`src/jrdz_pkg.sv`:
```
// Shared types and constants for the joystick radial dead-zone block.
// No dependencies; every other file of the block takes names from here by scope.
`timescale 1ns / 1ps

package jrdz_pkg;

  // Register file geometry
  localparam int CFG_IDX_W = 4;
  localparam int REG_W     = 16;

  // Result format: Q1.15 signed
  localparam int OUT_W  = 16;
  localparam int FRAC_W = 15;

  localparam logic [REG_W-1:0] ONE_Q15 = 16'h8000;
  localparam logic [OUT_W-1:0] OUT_MAX = 16'h7fff;

  // Register reset values
  localparam logic [REG_W-1:0] DEAD_ZONE_RST  = 16'd8000;
  localparam logic [REG_W-1:0] FULL_SCALE_RST = 16'd30000;

  // Iterations of the digit-recurrence units done between two registers
  localparam int STEPS_PER_STAGE = 4;

  // Register indexes
  typedef enum logic [CFG_IDX_W-1:0] {
    REG_DEAD_ZONE  = 4'd0,
    REG_FULL_SCALE = 4'd1
  } cfg_reg_t;

endpackage

```
`src/jrdz_div.sv`:
```
// Pipelined restoring divider: quotient bits are produced a few per stage.
// Expects a starting remainder below the divisor. Uses jrdz_pkg for the stage size.
`timescale 1ns / 1ps

module jrdz_div #(
  parameter int DW = 16,
  parameter int QW = 16,
  parameter int SW = 1
) (
  input  logic          clk,
  input  logic          rst_n,
  input  logic          en,
  input  logic          vld_i,
  input  logic [DW-1:0] rem_i,
  input  logic [QW-1:0] lo_i,
  input  logic [DW-1:0] dvsr_i,
  input  logic [SW-1:0] side_i,
  output logic          vld_o,
  output logic [QW-1:0] quot_o,
  output logic [SW-1:0] side_o
);

  localparam int SPS  = jrdz_pkg::STEPS_PER_STAGE;
  localparam int NSTG = (QW + SPS - 1) / SPS;

  logic          vld_r  [NSTG];
  logic [DW-1:0] rem_r  [NSTG];
  logic [QW-1:0] lo_r   [NSTG];
  logic [QW-1:0] quot_r [NSTG];
  logic [DW-1:0] dvsr_r [NSTG];
  logic [SW-1:0] side_r [NSTG];

  for (genvar s = 0; s < NSTG; s++) begin : g_stg
    logic          vld_in;
    logic [DW-1:0] rem_in;
    logic [QW-1:0] lo_in;
    logic [QW-1:0] quot_in;
    logic [DW-1:0] dvsr_in;
    logic [SW-1:0] side_in;
    logic [DW-1:0] rem_nxt;
    logic [QW-1:0] lo_nxt;
    logic [QW-1:0] quot_nxt;

    if (s == 0) begin : g_head
      assign vld_in  = vld_i;
      assign rem_in  = rem_i;
      assign lo_in   = lo_i;
      assign quot_in = '0;
      assign dvsr_in = dvsr_i;
      assign side_in = side_i;
    end else begin : g_body
      assign vld_in  = vld_r[s-1];
      assign rem_in  = rem_r[s-1];
      assign lo_in   = lo_r[s-1];
      assign quot_in = quot_r[s-1];
      assign dvsr_in = dvsr_r[s-1];
      assign side_in = side_r[s-1];
    end

    // Shift in the next dividend bit, subtract the divisor where it fits
    always_comb begin
      logic [DW:0] trial;
      logic [DW:0] dif;
      trial    = '0;
      dif      = '0;
      rem_nxt  = rem_in;
      lo_nxt   = lo_in;
      quot_nxt = quot_in;
      for (int k = 0; k < SPS; k++) begin
        if (s * SPS + k < QW) begin
          trial  = {rem_nxt, lo_nxt[QW-1]};
          lo_nxt = lo_nxt << 1;
          if (trial >= {1'b0, dvsr_in}) begin
            dif      = trial - {1'b0, dvsr_in};
            rem_nxt  = dif[DW-1:0];
            quot_nxt = {quot_nxt[QW-2:0], 1'b1};
          end else begin
            rem_nxt  = trial[DW-1:0];
            quot_nxt = {quot_nxt[QW-2:0], 1'b0};
          end
        end
      end
    end

    // Advance the valid bit with the stage
    always_ff @(posedge clk) begin
      if (!rst_n) begin
        vld_r[s] <= 1'b0;
      end else if (en) begin
        vld_r[s] <= vld_in;
      end
    end

    // Advance the payload
    always_ff @(posedge clk) begin
      if (en) begin
        rem_r[s]  <= rem_nxt;
        lo_r[s]   <= lo_nxt;
        quot_r[s] <= quot_nxt;
        dvsr_r[s] <= dvsr_in;
        side_r[s] <= side_in;
      end
    end
  end

  assign vld_o  = vld_r[NSTG-1];
  assign quot_o = quot_r[NSTG-1];
  assign side_o = side_r[NSTG-1];

endmodule

```
`config.mk`:
```
export PLATFORM = sky130hd
export DESIGN_NAME = jrdz_div
export DESIGN_NICKNAME = d
export VERILOG_FILES = /design/src/jrdz_pkg.sv /design/src/jrdz_div.sv
export SDC_FILE = /design/constraint.sdc
export NUM_CORES = 1
export LEC_CHECK = 0
export BUFFER_PORTS_ARGS = -buffer_cell sky130_fd_sc_hd__buf_2
export CORE_ASPECT_RATIO = 2
export CORE_MARGIN = 2
export CORE_UTILIZATION = 33
export CTS_CLUSTER_DIAMETER = 150
export DETAILED_ROUTE_END_ITERATION = 16
export PLACE_DENSITY = 0.55
export SYNTH_ARGS = -nofsm -noshare
export SYNTH_HDL_FRONTEND = slang
export SYNTH_SLANG_ARGS = --single-unit
```
`constraint.sdc`:
```
create_clock -name clk -period 21 [get_ports clk]
set_clock_uncertainty 0.1 [all_clocks]
set_input_delay 1.05 -clock clk [delete_from_list [all_inputs] [get_ports clk]]
set_output_delay 1.05 -clock clk [all_outputs]
set_load 0.05 [all_outputs]
```
==> flow_summary.json, run 1 <==
{
  "synth_area_sq_um": 19500,
  "synth.distinct_cells": 91,
  "whs_path_depth": 0,
  "fin_hold_ws_ps": 313,
  "numCtsBuffers": 17,
  "clk_path_buf_depth": 2,
  "syn_to_final_growth_pct": 9.39,
  "cpMaxStageDelayCell": "o41ai_1",
  "drt_iter0_markers": 1055,
  "setup_tns_ps": 0,
  "grt_max_degree": 117,
  "syn_avg_cell_area_sq_um": 9.37,
  "drt_pass1_iterations": 5,
  "status": "finished clean",
  "initial_utilization_pct": 33.2,
  "dp_hpwl_um": 41200,
  "cts_sinks": 168,
  "yosys.area.top_type": "edfxtp_1",
  "met1_usage_pct": 24.4,
  "startpoint_type": "input pin",
  "die_w_um": 176,
  "hold_viol_final": 0,
  "synthCells": 2079,
  "holdBufCountCts": 0,
  "antenna_cells": 0,
  "cpPeakStageDelay_ps": 610,
  "synth_commonest_cells": "ha_1, a21oi_1, edfxtp_1",
  "rsz0062_at_grt": "false",
  "synth-edff-count": 167,
  "ys_top_cells_by_area": "edfxtp_1, ha_1, mux2_2",
  "synthFlopType": "edfxtp_1",
  "post_cts_resized": 0,
  "synth_async_sr_flop_share_pct": 0,
  "critical_path_arrival_ps": 12560,
  "yosys.cell_count.top_type": "ha_1",
  "fp.dieH_um": 348,
  "slew_violations": 0,
  "grt_pass1_wl_um": 81200,
  "fin_nets": 2468,
  "dieArea_sq_um": 61100,
  "routedWlPerCell_um": 17.4,
  "use_met2_pct": 25.8,
  "rr_worst_depth": 43,
  "vias": 15600,
  "ant_nets": 0,
  "drive_above_1_share_pct": 13.9,
  "fin_crit_sh_pct": 59.3,
  "synth_nets": 2403,
  "worstMarginPinSlew_ps": 1010,
  "vias_per_cell": 5.35,
  "slew_headroom_pct": 32.8,
  "drv_cap": 0,
  "post-route-util_pct": 36.3,
  "grt_pass1_vias": 14800,
  "core_area_sq_um": 58600,
  "netlist.area_leader.share_pct": 25.7,
  "ys_seq_area_share_pct": 25.8,
  "synth-warning-count": 0,
  "use_met3_pct": 1.70,
  "grt-ovfl-total": 0,
  "grt_usage_pct": 16.6,
  "fmaxAchievable_ghz": 0.0802,
  "setup_violations": 0,
  "path_common_cell": "ha_1",
  "port_buffers": 70,
  "cts_tree": "built",
  "path_clk_slew_ps": 70,
  "rows": 126,
  "drt-total-wl_um": 50800,
  "hold_path_class": "reg2reg",
  "period_minus_slack_ps": 12460,
  "insertion_delay_ps": 460,
  "antenna_found_initial": 0,
  "ys_ff_latch": 168,
  "cp-end-kind": "flop",
  "cts_setup_buffers": 0,
  "path_class": "in2reg",
  "ios": 71,
  "htree_num_levels": 4,
  "crit_fanout": 16,
  "grt.busiest_layer": "met2",
  "cts_root_buffer": "clkbuf_16",
  "cp.required_ps": 21090,
  "drc_errors": 0,
  "gp_congestion": 0.922
}
==> sequential cells by signal (all words and copies together), names as in the netlist <==
| name | cells |
|---|---|
| dvsr_r | 48 |
| quot_r | 40 |
| side_r | 4 |
| rem_r | 48 |
| vld_r | 4 |
| lo_r | 24 |
==> metal layers <==
metal / wire length (um) / vias up
met5: 0 / -
met4: 853 / 0
met3: 1670 / 42
met2: 22300 / 320
met1: 26000 / 7325
li1: - / 7961
==> placed cells by master (no fill, tap or decap), drive strengths merged, types with 34 or more instances in the layout <==
cell    count
a21oi     172
nor2b      39
mux2      163
a21o       66
o21ai     110
nor2      131
o21a       51
ha        256
nand2      96
xor2       50
nand3      41
mux2i      35
edfxtp    167
nand4      34
nor3       56
inv       161
buf        74
xnor2     118
==> cell type report <==
class,count,area [sq um]
clock buffers,17,425
well taps,768,961
flip-flops and latches,168,5030
repair buffers,75,397
inverters,156,596
fillers,6039,37300
clock inverters,14,215
multi-input cells,1726,13700
==> per-stage QoR <==
stage	area (sq um)	std cells	worst slack (ps)
3_3_place_gp	20700	2893	8550
5_1_grt	21300	2924	7680
3_5_place_dp	20700	2893	8230
2_1_floorplan	19500	2079	9870
4_1_cts	21300	2924	8680
6_report	21300	2924	8540
==> worst paths after layout <==
check                    startpoint                      to  slack [ps]
max                       dvsr_i[1]   rem_r[0][2]$_DFFE_PP_        8540
min          quot_r[2][3]$_DFFE_PP_  quot_r[3][7]$_DFFE_PP_         310
max reg2reg  dvsr_r[1][1]$_DFFE_PP_  rem_r[2][11]$_DFFE_PP_        8880
min reg2reg  quot_r[2][3]$_DFFE_PP_  quot_r[3][7]$_DFFE_PP_         310
==> logic make-up after synthesis <==
logic type / Yosys count / synth area share [%]
xor+xnor: 168 / 7.55
flops: 168 / 25.8
compound gates: 599 / 20.7
mux: 198 / 11.5
simple gates: 490 / 12.5
buf+inv: 185 / 3.94
fa+ha+maj: 271 / 18.0
==> critical path, delay by kind of cell <==
| kind | cells | cell delay [ps] |
|---|---|---|
| AO/OA/AOI/OAI | 24 | 6520 |
| adder cells (fa/ha/maj) | 4 | 1280 |
| buffers and inverters | 7 | 1210 |
| multiplexers | 3 | 1060 |
| AND/OR/NAND/NOR | 6 | 1420 |
Power of run 1 is left out: the tool's default activity adds up to more than one toggle a clock period on the data nets, which glitch-free logic cannot reach.
==> run 2, diff against run 1 <==
--- a/config.mk
+++ b/config.mk
@@ -11,7 +11,7 @@
 export CORE_UTILIZATION = 33
 export CTS_CLUSTER_DIAMETER = 150
 export DETAILED_ROUTE_END_ITERATION = 16
-export PLACE_DENSITY = 0.55
+export PLACE_DENSITY = 0.57
 export SYNTH_ARGS = -nofsm -noshare
 export SYNTH_HDL_FRONTEND = slang
 export SYNTH_SLANG_ARGS = --single-unit
==> constraint.sdc (replaced) <==
create_clock -name clk -period 10.4 [get_ports clk]
set_clock_uncertainty 0.1 [all_clocks]
set_input_delay 0.52 -clock clk [delete_from_list [all_inputs] [get_ports clk]]
set_output_delay 0.52 -clock clk [all_outputs]
set_load 0.05 [all_outputs]
==> run 2 against run 1 <==
  * Die area is the same
  * Final area up 13%
  * Non-clock buffer count up 310
  * Critical endpoint is now rem_r[2][7]$_DFFE_PP_
  * Clock-buffer cell count stayed put
  * Flip-flop and latch count unchanged
  * Final cell count up 11%
==> flow_summary.json, run 2 (synthesis results as in run 1) <==
{
  "status": "finished clean",
  "fin_crit_sh_pct": 97.9,
  "holdBufCountCts": 0,
  "htree_num_levels": 4,
  "grt_usage_pct": 17.6,
  "cp-end-kind": "flop",
  "whs_path_depth": 1,
  "vias": 16800,
  "startpoint_type": "flop",
  "path_class": "reg2reg",
  "cts_tree": "built",
  "path_common_cell": "o31a_1",
  "path_depth": 43,
  "crit_path_start": "lo_r[1][11]$_DFFE_PP_",
  "slew_violations": 0,
  "numCtsBuffers": 17,
  "worstMarginPinSlew_ps": 944,
  "cp_top_family": "compound AO/OA/AOI/OAI gates",
  "fin_area_sq_um": 24100,
  "antenna_cells": 0,
  "endpoint": "rem_r[2][7]$_DFFE_PP_",
  "layout_common_cells": "buf_4, ha_1, edfxtp_1",
  "port_buffers": 70,
  "grt_pass1_wl_um": 85900,
  "cpMaxStageDelayCell": "or4_4",
  "initial_utilization_pct": 33.2,
  "period_minus_slack_ps": 10180,
  "cts_sinks": 168,
  "drive_above_1_share_pct": 27.6,
  "gp_congestion": 0.915,
  "reg_top3": "dvsr_r: 48 flops, rem_r: 48 flops, quot_r: 40 flops",
  "r2r_end": "rem_r[2][7]$_DFFE_PP_",
  "dpl_cell_area_sq_um": 22800,
  "dp_hpwl_um": 44200,
  "insertion_delay_ps": 460,
  "cts_root_buffer": "clkbuf_16",
  "cp.required_ps": 10500,
  "slew_headroom_pct": 37.1,
  "hold_viol_final": 0,
  "drv_cap": 0,
  "die_w_um": 176,
  "setup_violations": 0,
  "fin_nets": 2779,
  "path_clk_slew_ps": 70,
  "cpPeakStageDelay_ps": 560,
  "ios": 71,
  "rr_worst_depth": 43,
  "fp.dieH_um": 348,
  "final_common_cell": "buf_4",
  "reg2reg_from": "lo_r[1][11]$_DFFE_PP_",
  "crit_fanout": 8,
  "routedWlPerCell_um": 16.9,
  "drc_errors": 0,
  "vias_per_cell": 5.21,
  "fmaxAchievable_ghz": 0.0982,
  "core_area_sq_um": 58600,
  "worst_slack_ps": 220,
  "rows": 126,
  "syn_to_final_growth_pct": 23.8,
  "grt_pass1_vias": 16000,
  "fin_hold_ws_ps": 143,
  "grt_max_degree": 108,
  "crit_buf_inv": 7,
  "drt_iter0_markers": 1174,
  "rrSetupSlack_ps": 220,
  "grt-ovfl-total": 0,
  "hold_path_class": "in2reg",
  "antenna_found_initial": 0,
  "ant_nets": 0,
  "layoutNonFillerInstCount": 3235,
  "rsz0062_at_grt": "true",
  "drt_pass1_iterations": 5,
  "dp.cells": 3173,
  "clk_path_buf_depth": 2,
  "pre_cts_slack_ps": -392,
  "dieArea_sq_um": 61100,
  "critical_path_arrival_ps": 10280,
  "drt-total-wl_um": 54700
}
run 2: cell types whose count changed in the layout (fill, tap and decap cells not counted), moves of 9 or more:
cell,previous run,this run
buf_4,5,304
ha_1,256,242
mux2_4,12,24
o21ai_0,105,93
ha_4,0,10
buf_6,0,9
run 2: worst reg2reg max path: cells and delay by family, from the launching register on:
family          cells  cell delay [ps]
compound gates     20             4450
flops               1              400
simple gates        7             1610
fa+ha+maj           4              940
mux                 5             1420
buf+inv             7             1010
run 2: worst min-delay path by stage:
stage                           startpoint                endpoint  slack (ps)
finish                             lo_i[2]    lo_r[0][2]$_DFFE_PP_         140
global route                        side_i     side_r[0]$_DFFE_PP_         110
CTS                                lo_i[2]    lo_r[0][2]$_DFFE_PP_         100
detailed placement  quot_r[1][5]$_DFFE_PP_  quot_r[2][9]$_DFFE_PP_         300
global placement      lo_r[0][5]$_DFFE_PP_    lo_r[1][9]$_DFFE_PP_         300
floorplan             lo_r[0][6]$_DFFE_PP_   lo_r[1][10]$_DFFE_PP_         300
run 2: routing by layer:
metal	part of all wire, %	vias up	global-route usage (%)
met5	0	-	0
met4	1.5	0	3.63
met3	3.6	31	2.06
met2	45	333	28.0
met1	50	7895	25.5
li1	-	8587	-
run 2: per-stage QoR:
| step | utilization (%) | TNS [ps] |
|---|---|---|
| 4_1_cts | 39.9 | 0 |
| 3_5_place_dp | 38.9 | -10390 |
| 3_3_place_gp | 38.9 | -7710 |
| 6_report | 41.1 | 0 |
| 5_1_grt | 41.1 | -2310 |
| 2_1_floorplan | - | 0 |
run 2: timing repair:
item | in CTS | in global routing
pin swaps | 1 | 44
cloned | 0 | 1
setup endpoints to repair | 17 | 52
gates resized for setup | 7 | 114
buffers inserted | 0 | 31
run 2: final cells by class:
class / count / area (sq um)
Clock buffer: 17 / 425
Clock inverter: 14 / 125
Fill cell: 5918 / 34500
Inverter: 156 / 617
Multi-Input combinational cell: 1726 / 14200
Sequential cell: 168 / 5030
Tap cell: 768 / 961
Timing Repair Buffer: 385 / 2780
Timing Repair inverter: 1 / 6.26
Power of run 2 is left out for the same reason.
