==> config.mk <==
export PLATFORM = sky130hd
export DESIGN_NAME = jrdz_isqrt
export DESIGN_NICKNAME = d
export VERILOG_FILES = /design/src/jrdz_pkg.sv /design/src/jrdz_isqrt.sv
export SDC_FILE = /design/constraint.sdc
export NUM_CORES = 1
export LEC_CHECK = 0
export BUFFER_PORTS_ARGS = -buffer_cell sky130_fd_sc_hd__buf_4
export CORE_UTILIZATION = 40
export CTS_CLUSTER_SIZE = 12
export DETAILED_ROUTE_END_ITERATION = 8
export PLACE_DENSITY_LB_ADDON = 0.05
export SLEW_MARGIN = 5
export SYNTH_ARGS = -nofsm -noshare
export SYNTH_HDL_FRONTEND = slang
export SYNTH_SLANG_ARGS = --single-unit
==> constraint.sdc <==
create_clock -name clk -period 15.3 [get_ports clk]
set_input_delay 0.765 -clock clk [delete_from_list [all_inputs] [get_ports clk]]
set_output_delay 0.765 -clock clk [all_outputs]
set_load 0.01 [all_outputs]
==> src/jrdz_pkg.sv <==
// Shared types and constants for the joystick radial dead-zone block.
// No dependencies; every other file of the block takes names from here by scope.
`timescale 1ns / 1ps

package jrdz_pkg;

  // Register file geometry
  localparam int CFG_IDX_W = 4;
  localparam int REG_W     = 16;

  // Result format: Q1.15 signed
  localparam int OUT_W  = 16;
  localparam int FRAC_W = 15;

  localparam logic [REG_W-1:0] ONE_Q15 = 16'h8000;
  localparam logic [OUT_W-1:0] OUT_MAX = 16'h7fff;

  // Register reset values
  localparam logic [REG_W-1:0] DEAD_ZONE_RST  = 16'd8000;
  localparam logic [REG_W-1:0] FULL_SCALE_RST = 16'd30000;

  // Iterations of the digit-recurrence units done between two registers
  localparam int STEPS_PER_STAGE = 4;

  // Register indexes
  typedef enum logic [CFG_IDX_W-1:0] {
    REG_DEAD_ZONE  = 4'd0,
    REG_FULL_SCALE = 4'd1
  } cfg_reg_t;

endpackage

==> src/jrdz_isqrt.sv <==
// Pipelined integer square root (floor), digit by digit, a few digits per stage.
// Uses jrdz_pkg for the number of digits per stage; carries a sideband word alongside.
`timescale 1ns / 1ps

module jrdz_isqrt #(
  parameter int RW = 16,
  parameter int SW = 1
) (
  input  logic            clk,
  input  logic            rst_n,
  input  logic            en,
  input  logic            vld_i,
  input  logic [2*RW-1:0] n_i,
  input  logic [SW-1:0]   side_i,
  output logic            vld_o,
  output logic [RW-1:0]   root_o,
  output logic [SW-1:0]   side_o
);

  localparam int SPS  = jrdz_pkg::STEPS_PER_STAGE;
  localparam int NSTG = (RW + SPS - 1) / SPS;

  logic            vld_r  [NSTG];
  logic [RW:0]     rem_r  [NSTG];
  logic [2*RW-1:0] lo_r   [NSTG];
  logic [RW-1:0]   root_r [NSTG];
  logic [SW-1:0]   side_r [NSTG];

  for (genvar s = 0; s < NSTG; s++) begin : g_stg
    logic            vld_in;
    logic [RW:0]     rem_in;
    logic [2*RW-1:0] lo_in;
    logic [RW-1:0]   root_in;
    logic [SW-1:0]   side_in;
    logic [RW:0]     rem_nxt;
    logic [2*RW-1:0] lo_nxt;
    logic [RW-1:0]   root_nxt;

    if (s == 0) begin : g_head
      assign vld_in  = vld_i;
      assign rem_in  = '0;
      assign lo_in   = n_i;
      assign root_in = '0;
      assign side_in = side_i;
    end else begin : g_body
      assign vld_in  = vld_r[s-1];
      assign rem_in  = rem_r[s-1];
      assign lo_in   = lo_r[s-1];
      assign root_in = root_r[s-1];
      assign side_in = side_r[s-1];
    end

    // Bring down two bits, try root*4+1, keep the root bit if it fits
    always_comb begin
      logic [RW+2:0] rem2;
      logic [RW+2:0] trial;
      logic [RW+2:0] dif;
      rem2     = '0;
      trial    = '0;
      dif      = '0;
      rem_nxt  = rem_in;
      lo_nxt   = lo_in;
      root_nxt = root_in;
      for (int k = 0; k < SPS; k++) begin
        if (s * SPS + k < RW) begin
          rem2   = {rem_nxt, lo_nxt[2*RW-1 -: 2]};
          trial  = {1'b0, root_nxt, 2'b01};
          lo_nxt = lo_nxt << 2;
          if (rem2 >= trial) begin
            dif      = rem2 - trial;
            rem_nxt  = dif[RW:0];
            root_nxt = {root_nxt[RW-2:0], 1'b1};
          end else begin
            rem_nxt  = rem2[RW:0];
            root_nxt = {root_nxt[RW-2:0], 1'b0};
          end
        end
      end
    end

    // Advance the valid bit with the stage
    always_ff @(posedge clk) begin
      if (!rst_n) begin
        vld_r[s] <= 1'b0;
      end else if (en) begin
        vld_r[s] <= vld_in;
      end
    end

    // Advance the payload
    always_ff @(posedge clk) begin
      if (en) begin
        rem_r[s]  <= rem_nxt;
        lo_r[s]   <= lo_nxt;
        root_r[s] <= root_nxt;
        side_r[s] <= side_in;
      end
    end
  end

  assign vld_o  = vld_r[NSTG-1];
  assign root_o = root_r[NSTG-1];
  assign side_o = side_r[NSTG-1];

endmodule

==> reports/metrics.yaml, run 1 <==
status:
  outcome: "finished, final reports clean"
sta:
  maxSlewViolCount: 0
  worstMarginPinSlew_ns: 0.996
  fin_crit_sh_pct: 78.3
  rsz0062_at_grt: "false"
  period_minus_slack_ns: 11.99
  tns_ns: 0
  hold_viol: 0
  maxSlewHeadroom_pct: 33.2
  skew_ns: 0.0111
  finalSetupViolCount: 0
  fmaxAchievable_ghz: 0.0834
route:
  drt_iter0_drc: 870
  wl_um: 39900
  vias: 12467
  dr.pass1.iters: 5
  via_per_inst: 5.69
  drc_errors: 0
  wl_per_cell_um: 18.2
  antenna_left: 0
clocking:
  ctsHoldBuffers: 0
  clkSinkCount: 147
  cts_setup_buffers: 0
  cts_inserted_buffers: 17
  path_clk_slew_ns: 0.07
  cts_tree: "yes"
  cts_resized: 0
  clock_path_buffers: 2
  insertion_delay_ns: 0.44
  htree_levels: 4
  cts-root-buf: "clkbuf_16"
power:
  finalPower_mw: 3.57
  powerDensity_nw_per_um2: 224
  vdd_drop_max_mv: 0.101
  p_leak_nw: 6.74
finish:
  area_delta_synth_final_pct: 10.2
  fill_cells: 3561
  antenna_cells: 0
  drive_gt1_share_pct: 7.87
  utilization_pct: 44.9
  fin_nets: 1904
  instances_no_fill: 2190
  seq_area_um2: 4400
  multi_input_area_um2: 9510
die:
  dieArea_um2: 37000
  row_count: 69
  die_w_um: 192
  core_area_um2: 35600
  io_pins: 55
  die_h_um: 192
  start_util_pct: 40.7
min_path:
  hp-class: "flip-flop to flip-flop"
worst_setup_path:
  max_stage_delay_ns: 0.88
  cp_max_fo: 26
  worstSetupPathType: "flip-flop to flip-flop"
  critPathArrivalTime_ns: 12.24
  endpoint_kind: "flip-flop"
  critPathTopFamily: "simple AND/OR/NAND/NOR gates"
  start_kind: "flip-flop"
  cp.required_ns: 15.55
  critPathSlowestCell: "or4b_1"
  crit_buf_inv: 3
placed_design:
  io_buffers: 54
  place_inst: 2159
  gp_congestion: 0.899
  hpwl_um: 31400
global_routing:
  grt_max_degree: 90
  grt_pass1_vias: 11651
  track_usage_pct: 21.7
  antenna_found_initial: 1
  grt_pass1_wl_um: 62600
  grt.overflow.total: 0
logic_synthesis:
  synthTopCellsByArea: "edfxtp_1 30%, ha_1 13%, xnor2_1 6.1%, a21oi_1 5.0%, nand2_1 3.9%"
  synth_largest_area_cell: "edfxtp_1"
  ys_types: 89
  syn_area_um2: 14500
  synthFlopType: "edfxtp_1"
  yosysWarningCount: 0
  synth_top_area_share_pct: 30.3
  async_flop_share_pct: 0
  synth.avg_cell_area_um2: 8.67
  synth_seq_cells: 147
  synth_edf_count: 146
  syn_inst: 1670
  seq_area_frac_synth_pct: 30.4
job:
  drv_cap: 0
-- per-layer routing --
layer,global-route usage (%),part of all wire [%],routed length (µm),up-vias
met5,0,0.030,12,-
met4,6.54,2.1,838,2
met3,3.31,3.2,1300,47
met2,35.4,46,18400,220
met1,29.6,49,19300,5892
li1,-,-,-,6306
-- sequential cells by signal, summed over array words and instances, names as in the netlist --
| register | count |
|---|---|
| rem_r | 51 |
| lo_r | 48 |
| root_r | 40 |
| side_r | 4 |
| vld_r | 4 |
-- stage by stage --
| step | hold WS, ns | area (µm²) | worst slack [ns] |
|---|---|---|---|
| 6_report | 0.412 | 16000 | 3.31 |
| 3_3_place_gp | 0.402 | 15400 | 3.66 |
| 2_1_floorplan | 0.400 | 14500 | 5.37 |
| 3_5_place_dp | 0.405 | 15400 | 3.43 |
| 5_1_grt | 0.417 | 16000 | 2.39 |
| 4_1_cts | 0.413 | 16000 | 3.40 |
-- cell type report --
type / instances / share of cell area, %
flip-flops and latches: 147 / 27.6
repair buffers: 62 / 2.94
multi-input cells: 1377 / 59.6
clock buffers: 17 / 2.67
well taps: 461 / 3.61
inverters: 112 / 2.63
clock inverters: 14 / 0.964
-- synthesized netlist by cell type (18+ instances only) --
master,instances
nor3_1,39
and3_1,25
ha_1,150
nor2_1,126
nand3_1,45
a21oi_1,146
nand2b_1,22
or3_1,18
nor2b_1,23
o21ai_0,95
xnor2_1,101
nand2_1,151
xor2_1,45
clkbuf_1,24
edfxtp_1,146
inv_1,108
a21o_1,60
a31oi_1,24
-- logic make-up after synthesis --
family | synth area share, %
flip-flops | 30.4
AND/OR/NAND/NOR | 20.0
multiplexers | 1.62
XOR/XNOR | 8.83
buffers and inverters | 4.00
AO/OA/AOI/OAI | 22.1
adder cells (fa/ha/maj) | 13.0
other | 0.0259
-- layout by cell type, fill, tap and decap left out, types with 12 or more instances in the layout --
| cell type | n |
|---|---|
| o31ai_1 | 15 |
| nand2_1 | 151 |
| and2_1 | 17 |
| xor2_1 | 45 |
| a211oi_1 | 14 |
| or3_1 | 18 |
| nor3b_1 | 12 |
| edfxtp_1 | 146 |
| buf_4 | 61 |
| o21a_1 | 16 |
| a21oi_1 | 146 |
| and3_1 | 25 |
| inv_1 | 108 |
| o211ai_1 | 14 |
| o21ai_0 | 95 |
| clkbuf_16 | 17 |
| nand3_1 | 45 |
| nand4_1 | 17 |
| nor3_1 | 39 |
| nor2_1 | 126 |
| nand2b_1 | 22 |
| a31oi_1 | 24 |
| a21o_1 | 60 |
| nor2b_1 | 23 |
| ha_1 | 150 |
| xnor2_1 | 101 |
| o21bai_1 | 13 |
-- where the power goes --
| group | switching, mW | internal [mW] |
|---|---|---|
| sequential | 0.0595 | 0.571 |
| combinational | 1.47 | 1.04 |
| clock | 0.183 | 0.241 |
-- worst paths after layout --
kind / to / from / slack (ns) / cells past startpoint
max: rem_r[1][10] / root_r[0][0] / 3.31 / 43
min: lo_r[1][14] / lo_r[0][6] / 0.41 / 0
max reg2reg: rem_r[1][10] / root_r[0][0] / 3.31 / 43
min reg2reg: lo_r[1][14] / lo_r[0][6] / 0.41 / 0
(Power assumes the default switching activity.)
==> inputs of run 2 (changes only) <==
--- a/config.mk
+++ b/config.mk
@@ -5,6 +5,7 @@
 export SDC_FILE = /design/constraint.sdc
 export NUM_CORES = 1
 export LEC_CHECK = 0
+export ABC_AREA = 1
 export BUFFER_PORTS_ARGS = -buffer_cell sky130_fd_sc_hd__buf_4
 export CORE_UTILIZATION = 40
 export CTS_CLUSTER_SIZE = 12
==> constraint.sdc (replaced) <==
create_clock -name clk -period 12.2 [get_ports clk]
set_input_delay 0.61 -clock clk [delete_from_list [all_inputs] [get_ports clk]]
set_output_delay 0.61 -clock clk [all_outputs]
set_load 0.01 [all_outputs]
==> reports/metrics.yaml, run 2 <==
finish:
  utilization_pct: 44.5  # was 44.9%
  instances_no_fill: 2871  # was 2190
  largest_reg_flops: 51  # unchanged
  regMostFlops: "rem_r"  # unchanged
  final_common_cell: "nand2_1"  # unchanged
  top_regs: "rem_r x51, lo_r x48, root_r x40"  # unchanged
  area_delta_synth_final_pct: 9.09  # was 10.2%
  fin_nets: 2527  # was 1904
  layout_common_cells: "657 x nand2_1, 306 x inv_1, 192 x nor2_1"  # was 151 x nand2_1, 150 x ha_1, 146 x a21oi_1, 146 x edfxtp_1, 126 x nor2_1
  drive_gt1_share_pct: 7.61  # was 7.87%
  antenna_cells: 0  # unchanged
route:
  wl_um: 46300  # was 39900 µm
  antenna_left: 0  # unchanged
  wl_per_cell_um: 16.1  # was 18.2 µm
  via_per_inst: 5.23  # was 5.69
  vias: 15015  # was 12.5k
  drc_errors: 0  # unchanged
  drt_iter0_drc: 1032  # was 870
  dr.pass1.iters: 5  # unchanged
logic_synthesis:
  ys_types: 58  # was 89
  synth_seq_cells: 147  # unchanged
  synth_largest_area_cell: "edfxtp_1"  # unchanged
  syn_area_um2: 15900  # was 14500 µm²
  synth_most_common_cell: "nand2_1"  # unchanged
  synthTopCellsByArea: "edfxtp_1 28%, nand2_1 16%, ha_1 12%, inv_1 7.2%, nand3_1 5.6%"  # was edfxtp_1 30%, ha_1 13%, xnor2_1 6.1%, a21oi_1 5.0%, nand2_1 3.9%
  synth_edf_count: 146  # unchanged
  syn_inst: 2289  # was 1670
  seq_area_frac_synth_pct: 27.8  # was 30.4%
  synth_top_area_share_pct: 27.6  # was 30.3%
  yosysWarningCount: 0  # unchanged
  synthFlopType: "edfxtp_1"  # unchanged
  async_flop_share_pct: 0  # unchanged
  synth.avg_cell_area_um2: 6.93  # was 8.67 µm²
  ys_top_cells_by_count: "657 x nand2_1, 306 x inv_1, 192 x nor2_1"  # was 151 x nand2_1, 150 x ha_1, 146 x a21oi_1, 146 x edfxtp_1, 126 x nor2_1
sta:
  rsz0062_at_grt: "false"  # unchanged
  skew_ns: 0.0175  # was 0.0111 ns
  tns_ns: 0  # unchanged
  worst_slack_ns: 2.69  # was 3.31 ns
  hold_viol: 0  # unchanged
  maxSlewHeadroom_pct: 44.0  # was 33.2%
  worstMarginPinSlew_ns: 0.840  # was 0.996 ns
  maxSlewViolCount: 0  # unchanged
  fin_crit_sh_pct: 78.0  # was 78.3%
  finalSetupViolCount: 0  # unchanged
  fmaxAchievable_ghz: 0.105  # was 0.0834 GHz
  period_minus_slack_ns: 9.51  # was 11.99 ns
die:
  dieArea_um2: 40400  # was 37000 µm²
  die_h_um: 201  # was 192 µm
  io_pins: 55  # unchanged
  row_count: 72  # was 69
  start_util_pct: 40.8  # was 40.7%
  core_area_um2: 38900  # was 35600 µm²
  die_w_um: 201  # was 192 µm
global_routing:
  grt.overflow.total: 0  # unchanged
  grt_max_degree: 86  # was 90
  grt_pass1_vias: 14190  # was 11.7k
  antenna_found_initial: 0  # was 1
  track_usage_pct: 23.2  # was 21.7%
  grt_pass1_wl_um: 74400  # was 62600 µm
power:
  p_leak_nw: 8.28  # was 6.74 nW
  power_frac_clock_pct: 11.5  # was 11.9%
  powerDensity_nw_per_um2: 252  # was 224 nW/µm²
  switching_power_mw: 2.33  # was 1.72 mW
  finalPower_mw: 4.36  # was 3.57 mW
  p_int_mw: 2.03  # was 1.85 mW
  vdd_drop_max_mv: 0.124  # was 0.101 mV
  pwr-share-seq_pct: 17.5  # was 17.7%
  combinationalPowerShare_pct: 71.0  # was 70.5%
  p_sw_share_pct: 53.5  # was 48.1%
clocking:
  htree_levels: 4  # unchanged
  clock_path_buffers: 2  # unchanged
  insertion_delay_ns: 0.45  # was 0.44 ns
  cts_inserted_buffers: 17  # unchanged
  clkSinkCount: 147  # unchanged
  cts_setup_buffers: 0  # unchanged
  ctsHoldBuffers: 0  # unchanged
  cts_tree: "yes"  # unchanged
  cts_resized: 0  # unchanged
  path_clk_slew_ns: 0.07  # about the same
  cts-root-buf: "clkbuf_16"  # unchanged
placed_design:
  io_buffers: 54  # unchanged
  place_inst: 2839  # was 2159
  dp_worst_setup_slack_ns: 2.75  # was 3.43 ns
  hpwl_um: 37700  # was 31400 µm
  gp_congestion: 0.929  # was 0.899
worst_setup_path:
  cp_max_fo: 25  # was 26
  endpoint_kind: "flip-flop"  # unchanged
  start_kind: "flip-flop"  # unchanged
  cp.required_ns: 12.41  # was 15.55 ns
  critPathMostFrequentCell: "nand2_1"
  worstSetupPathType: "flip-flop to flip-flop"  # unchanged
  max_stage_delay_ns: 0.64  # was 0.88 ns
  critPathSlowestCell: "inv_1"  # was or4b_1
  critPathArrivalTime_ns: 9.72  # was 12.24 ns
status:
  outcome: "finished, final reports clean"  # unchanged
job:
  drv_cap: 0  # unchanged
min_path:
  hp-class: "input pin to flip-flop"  # was flip-flop to flip-flop
[run 2: cell types whose count changed after synthesis, sizes merged, moves of 17 or more]
cell / previous run / this run
xnor2: 101 / 53
and3: 25 / 2
nand2: 151 / 681
nand4: 18 / 41
inv: 109 / 316
nand3: 45 / 198
o21ai: 98 / 163
a21oi: 146 / 124
nor2: 127 / 210
nor2b: 23 / 0
or3: 19 / 1
nand2b: 22 / 0
a21o: 60 / 6
a31oi: 26 / 9
[run 2: path summary, 6_finish.rpt]
path                 from  depth (start not counted)  slack, ns           end
max reg2reg  root_r[2][1]                         43       2.69  root_r[3][0]
min reg2reg   lo_r[1][15]                          0       0.41   lo_r[2][23]
min               n_i[11]                          1       0.33   lo_r[0][11]
max          root_r[2][1]                         43       2.69  root_r[3][0]
[run 2: cell families (layout without fill, tap and decap cells)]
family	after synthesis	count (layout)	synth area share (%)
simple gates	1199	1199	33.8
fa+ha+maj	150	150	11.8
other cells	1	2	0.0236
flops	147	147	27.8
xor+xnor	109	109	6.02
buf+inv	341	404	8.63
compound gates	342	342	11.9
[run 2: power groups by stage]
stage / registers, mW / logic (mW) / clock network (mW)
2_1_floorplan: 0.740 / 2.36 / 0
3_3_place_gp: 0.775 / 3.08 / 0
3_5_place_dp: 0.774 / 3.06 / 0
4_1_cts: 0.764 / 3.08 / 0.517
5_1_grt: 0.770 / 3.52 / 0.534
6_report: 0.761 / 3.09 / 0.501
[run 2: final cells by class]
type	instances	area [µm²]
clock inverter	15	123
tap	518	648
multi-input combinational	1802	10100
sequential	147	4400
clock buffer	17	425
inverter	316	1190
timing repair buffer	56	424
fill	4083	21600
[run 2: layer usage]
| layer | GRT usage (%) | vias up | wire, µm |
|---|---|---|---|
| li1 | - | 7731 | - |
| met1 | 29.5 | 6871 | 21000 |
| met2 | 40.8 | 345 | 22300 |
| met3 | 3.21 | 68 | 2070 |
| met4 | 6.65 | 0 | 972 |
| met5 | 0 | - | 0 |
[run 2: critical path, delay by kind of cell (launching register included)]
| family | cells | cell delay, ns |
|---|---|---|
| AOI/OAI and AO/OA | 13 | 3.25 |
| xor gates and xnor gates | 1 | 0.06 |
| adders and majority gates | 4 | 1.56 |
| buffers and inverters | 3 | 1.38 |
| DFF | 1 | 0.46 |
| and+or+nand+nor | 22 | 2.54 |
[run 2: through the flow]
| step | hold WS (ns) | cell area (µm²) |
|---|---|---|
| after floorplan | 0.400 | 15900 |
| after detailed placement | 0.405 | 16800 |
| after CTS | 0.304 | 17300 |
| after global placement | 0.401 | 16800 |
| after global routing | 0.307 | 17300 |
| final | 0.333 | 17300 |
==> inputs of run 3 (changes only) <==
==> constraint.sdc (replaced) <==
create_clock -name clk -period 7.7 [get_ports clk]
set_input_delay 0.385 -clock clk [delete_from_list [all_inputs] [get_ports clk]]
set_output_delay 0.385 -clock clk [all_outputs]
set_load 0.01 [all_outputs]
==> reports/metrics.yaml, run 3 (synthesized netlist as in run 2, its figures left out) <==
status:
  outcome: "finished, final reports clean"  # unchanged
power:
  finalPower_mw: 7.64  # was 4.36 mW
  switching_power_mw: 3.90  # was 2.33 mW
  power_frac_clock_pct: 10.9  # was 11.5%
  pwr-share-seq_pct: 15.8  # was 17.5%
  p_sw_share_pct: 51.0  # was 53.5%
  p_leak_nw: 8.92  # was 8.28 nW
  combinationalPowerShare_pct: 73.3  # was 71.0%
  vdd_drop_max_mv: 0.259  # was 0.124 mV
  p_int_mw: 3.74  # was 2.03 mW
  powerDensity_nw_per_um2: 410  # was 252 nW/µm²
sta:
  worstMarginPinSlew_ns: 0.898  # was 0.840 ns
  maxSlewViolCount: 0  # unchanged
  tns_ns: 0  # unchanged
  fin_crit_sh_pct: 93.3  # was 78.0%
  fmaxAchievable_ghz: 0.139  # was 0.105 GHz
  period_minus_slack_ns: 7.19  # was 9.51 ns
  maxSlewHeadroom_pct: 40.1  # was 44.0%
  finalSetupViolCount: 0  # unchanged
  hold_viol: 0  # unchanged
  skew_ns: 0.0198  # was 0.0175 ns
  worst_slack_ns: 0.514  # was 2.69 ns
  holdWs_ns: 0.110  # was 0.333 ns
route:
  antenna_left: 0  # unchanged
  drc_errors: 0  # unchanged
  via_per_inst: 5.10  # was 5.23
  vias: 15390  # was 15.0k
  wl_per_cell_um: 16.0  # was 16.1 µm
  wl_um: 48400  # was 46300 µm
  dr.pass1.iters: 6  # was 5
  drt_iter0_drc: 772  # was 1032
worst_setup_path:
  cp_max_fo: 19  # was 25
  critPathArrivalTime_ns: 7.35  # was 9.72 ns
  crit_start: "root_r[1][4]"  # was root_r[2][1]
  path_depth: 43  # unchanged
  r2r-start: "root_r[1][4]"  # was root_r[2][1]
  critPathMostFrequentCell: "nand2_1"  # unchanged
  ff2ff_setup_slack_ns: 0.51  # was 2.69 ns
  start_kind: "flip-flop"  # unchanged
  worstSetupPathType: "flip-flop to flip-flop"  # unchanged
  crit_buf_inv: 10  # was 3
  endpoint_kind: "flip-flop"  # unchanged
  cp.required_ns: 7.86  # was 12.41 ns
  crit_path_end: "rem_r[2][2]"  # was root_r[3][0]
  max_stage_delay_ns: 0.45  # was 0.64 ns
  timing.rr.end: "rem_r[2][2]"  # was root_r[3][0]
  ff2ff_path_depth: 43  # unchanged
  critPathSlowestCell: "edfxtp_1"  # was inv_1
  critPathTopFamily: "simple AND/OR/NAND/NOR gates"  # was compound AO/OA/AOI/OAI gates
die:
  start_util_pct: 40.8  # unchanged
  core_area_um2: 38900  # unchanged
  die_h_um: 201  # unchanged
  row_count: 72  # unchanged
  dieArea_um2: 40400  # unchanged
  io_pins: 55  # unchanged
  die_w_um: 201  # unchanged
min_path:
  hp-class: "input pin to flip-flop"  # unchanged
  min_path_cells: 1  # unchanged
clocking:
  insertion_delay_ns: 0.44  # was 0.45 ns
  cts-root-buf: "clkbuf_16"  # unchanged
  cts_tree: "yes"  # unchanged
  cts_inserted_buffers: 17  # unchanged
  htree_levels: 4  # unchanged
  clkSinkCount: 147  # unchanged
  clock_path_buffers: 2  # unchanged
  ctsHoldBuffers: 0  # unchanged
  path_clk_slew_ns: 0.08  # was 0.07 ns
finish:
  antenna_cells: 0  # unchanged
  drive_gt1_share_pct: 14.6  # was 7.61%
  utilization_pct: 47.9  # was 44.5%
  layout_common_cells: "653 x nand2_1, 298 x inv_1, 192 x buf_4"  # was 657 x nand2_1, 306 x inv_1, 192 x nor2_1
  fill_cells: 4063  # was 4083
  final_area_um2: 18700  # was 17300 µm²
  area_delta_synth_final_pct: 17.6  # was 9.09%
  fin_nets: 2672  # was 2527
  largest_reg_flops: 51  # unchanged
  top_regs: "rem_r x51, lo_r x48, root_r x40"  # unchanged
  instances_no_fill: 3016  # was 2871
  final_common_cell: "nand2_1"  # unchanged
  regMostFlops: "rem_r"  # unchanged
placed_design:
  hpwl_um: 39400  # was 37700 µm
  place_area_um2: 17700  # was 16800 µm²
  io_buffers: 54  # unchanged
  dp_worst_setup_slack_ns: -0.141  # was 2.75 ns
  gp_congestion: 0.953  # was 0.929
  place_inst: 2964  # was 2839
job:
  drv_cap: 0  # unchanged
global_routing:
  antenna_found_initial: 0  # unchanged
  grt_pass1_vias: 14930  # was 14.2k
  grt_max_degree: 77  # was 86
  track_usage_pct: 24.2  # was 23.2%
  grt_pass1_wl_um: 77500  # was 74400 µm
  grt.overflow.total: 0  # unchanged
run 3: changes by cell type in the layout (fill, tap and decap cells not counted), moves of 5 or more:
cell,change
inv_2,+6
o21ai_1,+10
ha_1,-7
o21ai_2,+6
buf_4,+137
a21oi_1,-5
nor2_2,+6
o21ai_0,-16
inv_1,-8
clkinvlp_4,+9
a21oi_2,+5
nor2_1,-7
run 3: per-layer routing:
metal	GRT usage, %	share of wire [%]
met5	0	0
met4	5.67	1.6
met3	2.95	3.3
met2	42.3	49
met1	31.5	47
run 3: layout make-up:
cell class / instances / area [µm²] / area share [%]
Multi-Input combinational cell: 1804 / 10300 / 55.2
Timing Repair inverter: 2 / 15.0 / 0.0805
Inverter: 316 / 1190 / 6.40
Sequential cell: 147 / 4400 / 23.6
Clock buffer: 19 / 433 / 2.32
Timing Repair Buffer: 197 / 1520 / 8.17
Clock inverter: 13 / 135 / 0.725
Tap cell: 518 / 648 / 3.48
run 3: worst min-delay path by stage:
stage,from,to
final,n_i[23],lo_r[0][23]
after global routing,n_i[23],lo_r[0][23]
after CTS,n_i[23],lo_r[0][23]
after detailed placement,lo_r[0][5],lo_r[1][13]
after global placement,lo_r[1][11],lo_r[2][19]
after floorplan,lo_r[0][2],lo_r[1][10]
run 3: repair_timing:
item / 4_1_cts / 5_1_grt
endpoints found under the setup margin: 22 / 37
pin swaps: 0 / 16
gates cloned: 1 / 3
gates resized for setup: 9 / 61
setup buffers: 4 / 12
run 3: power by group through the flow:
stage / Clock (mW) / Combinational, mW / Sequential (mW)
after floorplan: 0 / 3.75 / 1.17
after global placement: 0 / 5.41 / 1.23
after detailed placement: 0 / 5.42 / 1.23
after CTS: 0.856 / 5.45 / 1.21
after global routing: 0.890 / 6.34 / 1.23
final: 0.833 / 5.60 / 1.21
